[config.mk]
export PLATFORM = sky130hd
export DESIGN_NAME = mck_ram
export DESIGN_NICKNAME = d
export VERILOG_FILES = /design/src/design/mck_ram.sv
export SDC_FILE = /design/constraint.sdc
export NUM_CORES = 1
export LEC_CHECK = 0
export ABC_AREA = 1
export CAP_MARGIN = 20
export CORE_MARGIN = 8
export CORE_UTILIZATION = 50
export CTS_BUF_LIST = sky130_fd_sc_hd__clkbuf_4
export CTS_CLUSTER_DIAMETER = 120
export DETAILED_ROUTE_END_ITERATION = 8
export DONT_BUFFER_PORTS = 1
export PLACE_DENSITY = 0.68
export SLEW_MARGIN = 20
export SYNTH_ARGS = -nofsm -noshare
export SYNTH_HDL_FRONTEND = slang
export SYNTH_SLANG_ARGS = --single-unit
[constraint.sdc]
create_clock -name clk -period 2.16 [get_ports clk]
set_input_delay 0.432 -clock clk [delete_from_list [all_inputs] [get_ports clk]]
set_output_delay 0.432 -clock clk [all_outputs]
set_load 0.05 [all_outputs]
[src/design/mck_ram.sv]
// ----------------------------------------------------------------------------
// mck_ram
// Generic single-write, single-read RAM with a registered read port.
// ----------------------------------------------------------------------------
module mck_ram #(
  parameter int WIDTH = 8,
  parameter int DEPTH = 64
) (
  input  logic                     clk,
  input  logic                     we,
  input  logic [$clog2(DEPTH)-1:0] waddr,
  input  logic [WIDTH-1:0]         wdata,
  input  logic [$clog2(DEPTH)-1:0] raddr,
  output logic [WIDTH-1:0]         rdata
);

  logic [WIDTH-1:0] mem [DEPTH];
  logic [WIDTH-1:0] rdata_r;

  always_ff @(posedge clk) begin
    if (we) begin
      mem[waddr] <= wdata;
    end
    rdata_r <= mem[raddr];
  end

  assign rdata = rdata_r;

endmodule

Yosys cells after proc, flatten, opt, wreduce, memory -nomap -nowiden
Memory sizes are Yosys's and may differ from the RTL's. A register that Yosys moved wholly into a read port is not among the register bits.
Cells that the tools add are included.
- word-level logic and storage cells: 3
- bits in writable memories: 512
- input bits: 22
- memories: 1
- bits in registers: 0
- output and inout bits: 8
- mux-type cells: 2
- memories (memory ; depth ; bits a word ; read ports ; clocked after Yosys merged registers in ; write ports ; line ; RTL):
    mem ; 64 ; 8 ; 1 ; 1 ; 1 ; 17 ; logic [WIDTH-1:0] mem [DEPTH];
- operators by type and width (kind ; count):
    $mux 1 ; 2

Logic depth before layout (Yosys ltp)
Gate-level depths: netlist of run 1.
- depth after elaboration: 2
- mapped depth: 12
- depth with buffers taken out: 9

Worst setup path after synthesis of run 1
No wires, ideal clock.
- path kind: input -> register
- start point: input port we
- end point: memory mem[48][0] (enable)
- data arrival time: 1803 ps
- slack: -38 ps
- data required time: 1765 ps
- cell stages on the path: 3
- buffers on the path: 1
- setup time: 395 ps
- path through: clkbuf_1 -> nand4_1 -> nor4_1
- longest elaborated chain between the ends: 2
- RTL lines (what ; line ; RTL):
    start: declaration ; 10 ; input logic we,
    $mux 1 ; 21 ; if (we) begin
    $mux 1 (not written as such) ; 22 ; mem[waddr] <= wdata;
    end: declaration ; 17 ;
No other way between the ends.

Worst setup path after layout of run 1
- start point: register rdata_r[5], in the netlist rdata[5], read port of mem
- end point: output port rdata[5]
- RTL lines (what ; line ; RTL):
    start: declaration ; 18 ; logic [WIDTH-1:0] rdata_r;
    end: declaration ; 14 ; output logic [WIDTH-1:0] rdata
No word-level cell between the ends.

==> results.yml, run 1 <==
clock_tree:
  cts-root-to-sink-buffers: 3
  cts.root.buffer_cell: "sky130_fd_sc_hd__clkbuf_4"
  cts.sinks: 520
  clk_pin_slew_worst_paths_ps: 60
  cts_tree: "built"
  postcts_resize_cnt: 0
  number_of_cts_inserted_buffers: 135
  clock_insertion_delay_worst_skew_ps: 830
  cts-htree-levels: 4
logic_synthesis:
  post_synth_inst_count: 1805
  synthDistinctLibCells: 16
  synth_async_sr_flop_share_pct: 0
  synth_area_leaders: "sky130_fd_sc_hd__edfxtp_1 (72%), sky130_fd_sc_hd__nand2_1 (11%), sky130_fd_sc_hd__nand3_1 (10%)"
  seq_area_frac_synth_pct: 72.8
  total_nets_after_synthesis: 1827
  synthesis.area_per_instance_um2: 11.8
  yosys-top-cells-count: "sky130_fd_sc_hd__nand2_1 (648), sky130_fd_sc_hd__edfxtp_1 (512), sky130_fd_sc_hd__nand3_1 (439)"
  synth_enable_flop_cells: 512
  synth_largest_area_cell: "sky130_fd_sc_hd__edfxtp_1"
  synth.ff_latch_count: 520
  synthMostInstantiatedCell: "sky130_fd_sc_hd__nand2_1"
  yosys_warnings: 0
  ys_dominant_reg_cell: "sky130_fd_sc_hd__edfxtp_1"
  mappedNetlistArea_um2: 21300
  synth_top_cell_area_share_pct: 72.0
drt:
  detail_route.wl_per_cell_um: 20.8
  met1Wirelength_um: 21600
  met3_wirelength_um: 5390
  vias_per_cell: 5.60
  met2WireLength_um: 25300
  antenna_violating_nets_post_route: 0
  route.final.wire_length_um: 53700
  remaining_drc_errors: 0
  detail_route.first_pass.iterations: 7
  vias: 14500
  highest_layer: "met4"
  initialDrtViolationCount: 1442
die:
  num_io_pins: 30
  chipWidth_um: 223
  design.die.area_um2: 49500
  placement_rows: 75
  die_h_um: 223
  initial_core_util_pct: 50.8
  std_cell_core_area_um2: 42000
timing:
  worst_pin_slew_ps: 913
  timing.final.max_slew_violations: 0
  final_hold_viol_count: 0
  slew_headroom_pct: 38.9
  post-route-period-util_pct: 96.2
  skew_ps: 55.8
  post-route-worst-setup-slack_ps: 81.7
  fmax_mhz: 481
  final.min_clock_period_ps: 2080
  setup_repair_after_global_routing_missed_its_margin: "no"
  final-setup-viol-count: 0
critical_path:
  worstSetupStartpointType: "flop"
  path_max_fanout: 1
  ff2ff_setup_slack_ps: 300
  worstSetupPathType: "flop to output port"
  critical_path_arrival_ps: 1650
  critPathRequiredTime_ps: 1730
  critical_path.endpoint_type: "output port"
global_route:
  grt_pass1_vias: 14300
  grt_usage_pct: 21.5
  number_of_antenna_violations_at_the_first_check_in_global_routing: 3
  grt_first_pass_wirelength_um: 81700
  grt_max_degree: 258
  global_route.overflow_total: 0
flow_run:
  cap_violations: 0
layout:
  final_core_utilization_pct: 57.6
  layout.nets: 1969
  post_route_cells_drive_above_1_share_pct: 15.4
  area_delta_synth_final_pct: 13.4
placement:
  place_ws_ps: 344
  detailedPlacementHpwl_um: 29100
  gp_congestion: 0.848
  place.port_buffers: 0
power:
  cellInternalPower_mw: 16.4
  power.net_switching_mw: 4.76
  netSwitchingFraction_pct: 22.5
  total_power_mw: 21.1
  power.clock.fraction_pct: 41.2
  power_density_nw_per_um2: 874
  p_comb_share_pct: 5.5
  power.share.sequential_pct: 53.4
  p_leak_nw: 8.98
  vdd.ir_drop.worst_mv: 0.587
min_path:
  hp_class: "input pin to flop"
status:
  status: "finished, final reports clean"
-- placed cells by master, fill, tap and decap left out, types with 10 or more instances in the layout --
cell	n
sky130_fd_sc_hd__nand2_1	648
sky130_fd_sc_hd__buf_4	82
sky130_fd_sc_hd__dlygate4sd3_1	18
sky130_fd_sc_hd__nor2_1	56
sky130_fd_sc_hd__edfxtp_1	512
sky130_fd_sc_hd__nand3_1	439
sky130_fd_sc_hd__clkbuf_4	196
sky130_fd_sc_hd__buf_12	10
sky130_fd_sc_hd__clkinv_1	19
-- power by group through the flow --
| stage | combinational [mW] | clock, mW | sequential (mW) |
|---|---|---|---|
| after floorplan | 0.785 | 0 | 11.5 |
| after global placement | 0.858 | 0 | 11.5 |
| after detailed placement | 0.869 | 0 | 11.5 |
| after CTS | 1.15 | 8.90 | 11.3 |
| after global routing | 1.26 | 9.41 | 11.3 |
| final | 1.16 | 8.70 | 11.3 |
-- routing by layer --
layer | global-route usage (%) | vias up
met3 | 6.88 | 109
met4 | 7.80 | 0
met5 | 0 | -
li1 | - | 6734
met1 | 27.3 | 6952
met2 | 34.3 | 656
-- kinds of logic after synthesis --
family	count (synthesis)	share of synthesized area, %
buf+inv	125	4.02
simple gates	1160	23.2
flops	520	72.8
-- worst reg2reg max path: stages, from the launching register on --
cell	delay, ps
sky130_fd_sc_hd__edfxtp_1	360
sky130_fd_sc_hd__nand2_1	70
sky130_fd_sc_hd__nand3_1	90
sky130_fd_sc_hd__nand3_1	130
sky130_fd_sc_hd__nand2_1	70
sky130_fd_sc_hd__nand2_1	60
sky130_fd_sc_hd__nand3_1	220
sky130_fd_sc_hd__nand3_1	180
sky130_fd_sc_hd__dlygate4sd3_1	560
sky130_fd_sc_hd__nand2_1	40
-- worst paths after layout --
kind	end	cells after the start	start
max reg2reg	rdata[2]	9	mem[42][2]
min reg2reg	rdata[0]	8	mem[0][0]
min	rdata[2]	6	raddr[2]
max	rdata[5]	0	rdata[5]
-- sequential cells by signal, indices dropped and copies added, names as in the netlist --
name and count:
mem 512, rdata 8
-- repair_timing --
action	in CTS	in global routing
buffers inserted	0	0
hold buffers	27	0
endpoints found under the hold margin	576	0
-- metrics by stage --
stage          hold slack, ps  TNS (ps)  area, um^2  instances
2_1_floorplan             531     -2440       21300       1805
3_3_place_gp              540         0       22000       2322
3_5_place_dp              536         0       22000       2322
4_1_cts                  3.03         0       24200       2578
5_1_grt                  10.5         0       24200       2579
6_report                 68.5         0       24200       2582
-- final cells by class --
type	instances	area, um^2
diodes	4	10.0
repair buffers	118	1220
clock inverters	33	298
well taps	539	674
clock buffers	196	1470
fillers	3446	17800
flip-flops and latches	520	15500
multi-input cells	1160	4950
inverters	12	52.6
(Power assumes the default switching activity.)
==> run 2: changes to the inputs <==
==> constraint.sdc (replaced) <==
create_clock -name clk -period 2.16 [get_ports clk]
set_input_delay 0 -clock clk [delete_from_list [all_inputs] [get_ports clk]]
set_output_delay 0 -clock clk [all_outputs]
set_load 0.05 [all_outputs]
==> results.yml, run 2 (synthesis results as in run 1) <==
status:
  status: "finished, final reports clean"
global_route:
  met3_usage_pct: 6.63
  grt_pass1_vias: 15700
  gr-usage-met1_pct: 29.0
  grt_busiest_layer: "met2"
  gr-usage-met2_pct: 37.3
  grt_max_degree: 156
  number_of_antenna_violations_at_the_first_check_in_global_routing: 4
  grt_usage_pct: 23.2
  grt_first_pass_wirelength_um: 88900
  global_route.overflow_total: 0
power:
  power_density_nw_per_um2: 843
  vdd.ir_drop.worst_mv: 0.724
  p_leak_nw: 9.32
  total_power_mw: 21.4
layout:
  multi_input_comb_area_um2: 4950
  final.fill_count: 3312
  largest-register: "mem"
  largest_register_ffs: 512
  area_delta_synth_final_pct: 18.8
  final_core_utilization_pct: 60.3
  layout.nets: 2081
  final_cell_mix: "sky130_fd_sc_hd__nand2_1 (648), sky130_fd_sc_hd__edfxtp_1 (512), sky130_fd_sc_hd__nand3_1 (439), sky130_fd_sc_hd__clkbuf_4 (203), sky130_fd_sc_hd__dlygate4sd3_1 (133)"
  seqCellArea_um2: 15500
  post_route_cells_drive_above_1_share_pct: 14.6
  layout_commonest_cell: "sky130_fd_sc_hd__nand2_1"
critical_path:
  worstSetupPathType: "input pin to flop"
  critical_path_arrival_ps: 2810
  path_max_fanout: 17
  startpoint: "raddr[4]"
  ff2ff_setup_slack_ps: 240
  depth_of_the_most_critical_reg_to_reg_path: 9
  critical_path.endpoint_type: "flop"
  timing.rr.start: "mem[19][4]"
  crit_path_end: "rdata[4]"
  worstSetupStartpointType: "input pin"
  critPathRequiredTime_ps: 2910
  crit-reg2reg-capture: "rdata[4]"
placement:
  place.port_buffers: 0
  gp_congestion: 0.842
  place_ws_ps: 480
  detailedPlacementHpwl_um: 29500
drt:
  antenna_violating_nets_post_route: 0
  remaining_drc_errors: 0
  detail_route.wl_per_cell_um: 21.5
  route.final.wire_length_um: 57800
  vias_per_cell: 5.70
  initialDrtViolationCount: 1809
  detail_route.first_pass.iterations: 6
  vias: 15400
timing:
  skew_ps: 65.6
  post-route-worst-setup-slack_ps: 106
  fmax_mhz: 487
  final_hold_viol_count: 0
  fin_hold_ws_ps: 24.0
  post-route-period-util_pct: 95.1
  setup_tns_ps: 0
  timing.final.max_slew_violations: 0
  worst_pin_slew_ps: 931
  slew_headroom_pct: 37.7
  setup_repair_after_global_routing_missed_its_margin: "no"
  final.min_clock_period_ps: 2050
  final-setup-viol-count: 0
clock_tree:
  cts-htree-levels: 4
  clock_insertion_delay_worst_skew_ps: 820
  cts-root-to-sink-buffers: 3
  number_of_cts_inserted_buffers: 134
  cts.sinks: 520
  postcts_resize_cnt: 0
  cts_tree: "built"
  cts.root.buffer_cell: "sky130_fd_sc_hd__clkbuf_4"
  clk_pin_slew_worst_paths_ps: 70
flow_run:
  cap_violations: 0
min_path:
  hp_class: "input pin to flop"
die:
  design.die.area_um2: 49500
  std_cell_core_area_um2: 42000
  chipWidth_um: 223
  initial_core_util_pct: 50.8
  die_h_um: 223
  placement_rows: 75
  num_io_pins: 30
==> run 2: changes by cell type in the layout (fill, tap and decap cells not counted) <==
cell and change:
sky130_fd_sc_hd__dlygate4sd3_1 +115, sky130_fd_sc_hd__clkbuf_4 +7, sky130_fd_sc_hd__clkinv_1 -5, sky130_fd_sc_hd__buf_16 +3
sky130_fd_sc_hd__buf_4 -3, sky130_fd_sc_hd__clkinvlp_4 -3, sky130_fd_sc_hd__buf_12 -2, sky130_fd_sc_hd__bufinv_16 -1
sky130_fd_sc_hd__diode_2 +1, sky130_fd_sc_hd__inv_2 -1
==> run 2: worst min path at each step <==
stage	start	endpoint	slack [ps]	cells after the start
floorplan	wdata[0]	mem[0][0]	100	0
global placement	wdata[6]	mem[53][6]	100	0
detailed placement	wdata[6]	mem[53][6]	100	0
CTS	raddr[0]	rdata[6]	5	8
global route	waddr[0]	mem[50][5]	70	3
finish	raddr[1]	rdata[1]	20	8
==> run 2: metrics by stage <==
stage               cells  cell area, um^2
floorplan            1805            21300
global placement     2317            21900
detailed placement   2317            21900
CTS                  2695            25400
global route         2692            25400
finish               2693            25400
==> run 2: critical path, cell delays in order <==
cell,delay (ps)
sky130_fd_sc_hd__dlygate4sd3_1,1150
sky130_fd_sc_hd__inv_1,640
sky130_fd_sc_hd__nand3_1,260
sky130_fd_sc_hd__nand3_1,90
sky130_fd_sc_hd__dlygate4sd3_1,590
sky130_fd_sc_hd__nand2_1,60
==> run 2: cell type report <==
class	instances	area share (%)
antenna	5	0.0493
clock buffer	203	6.01
clock inverter	23	0.878
inverter	12	0.207
multi-input combinational	1160	19.5
sequential	520	61.3
tap	539	2.66
timing repair buffer	231	9.42
==> run 2: report_power, final <==
part           internal (mW)  switching [mW]  total (mW)
clock network           4.84            3.85        8.69
logic                  0.454           0.950        1.40
registers               11.2           0.107        11.3
total                   16.5            4.91        21.4
==> run 2: per-layer routing <==
layer,wire length (um),vias up,part of all wire [%]
met5,0,-,0
met4,2020,0,3.5
met3,6080,156,11
met2,27700,888,48
met1,22000,7368,38
li1,-,6945,-
==> run 2: timing repair <==
action	4_1_cts	5_1_grt
hold endpoints to repair	1032	4
buffers inserted	0	0
hold buffers	152	1
setup endpoints to repair	0	5
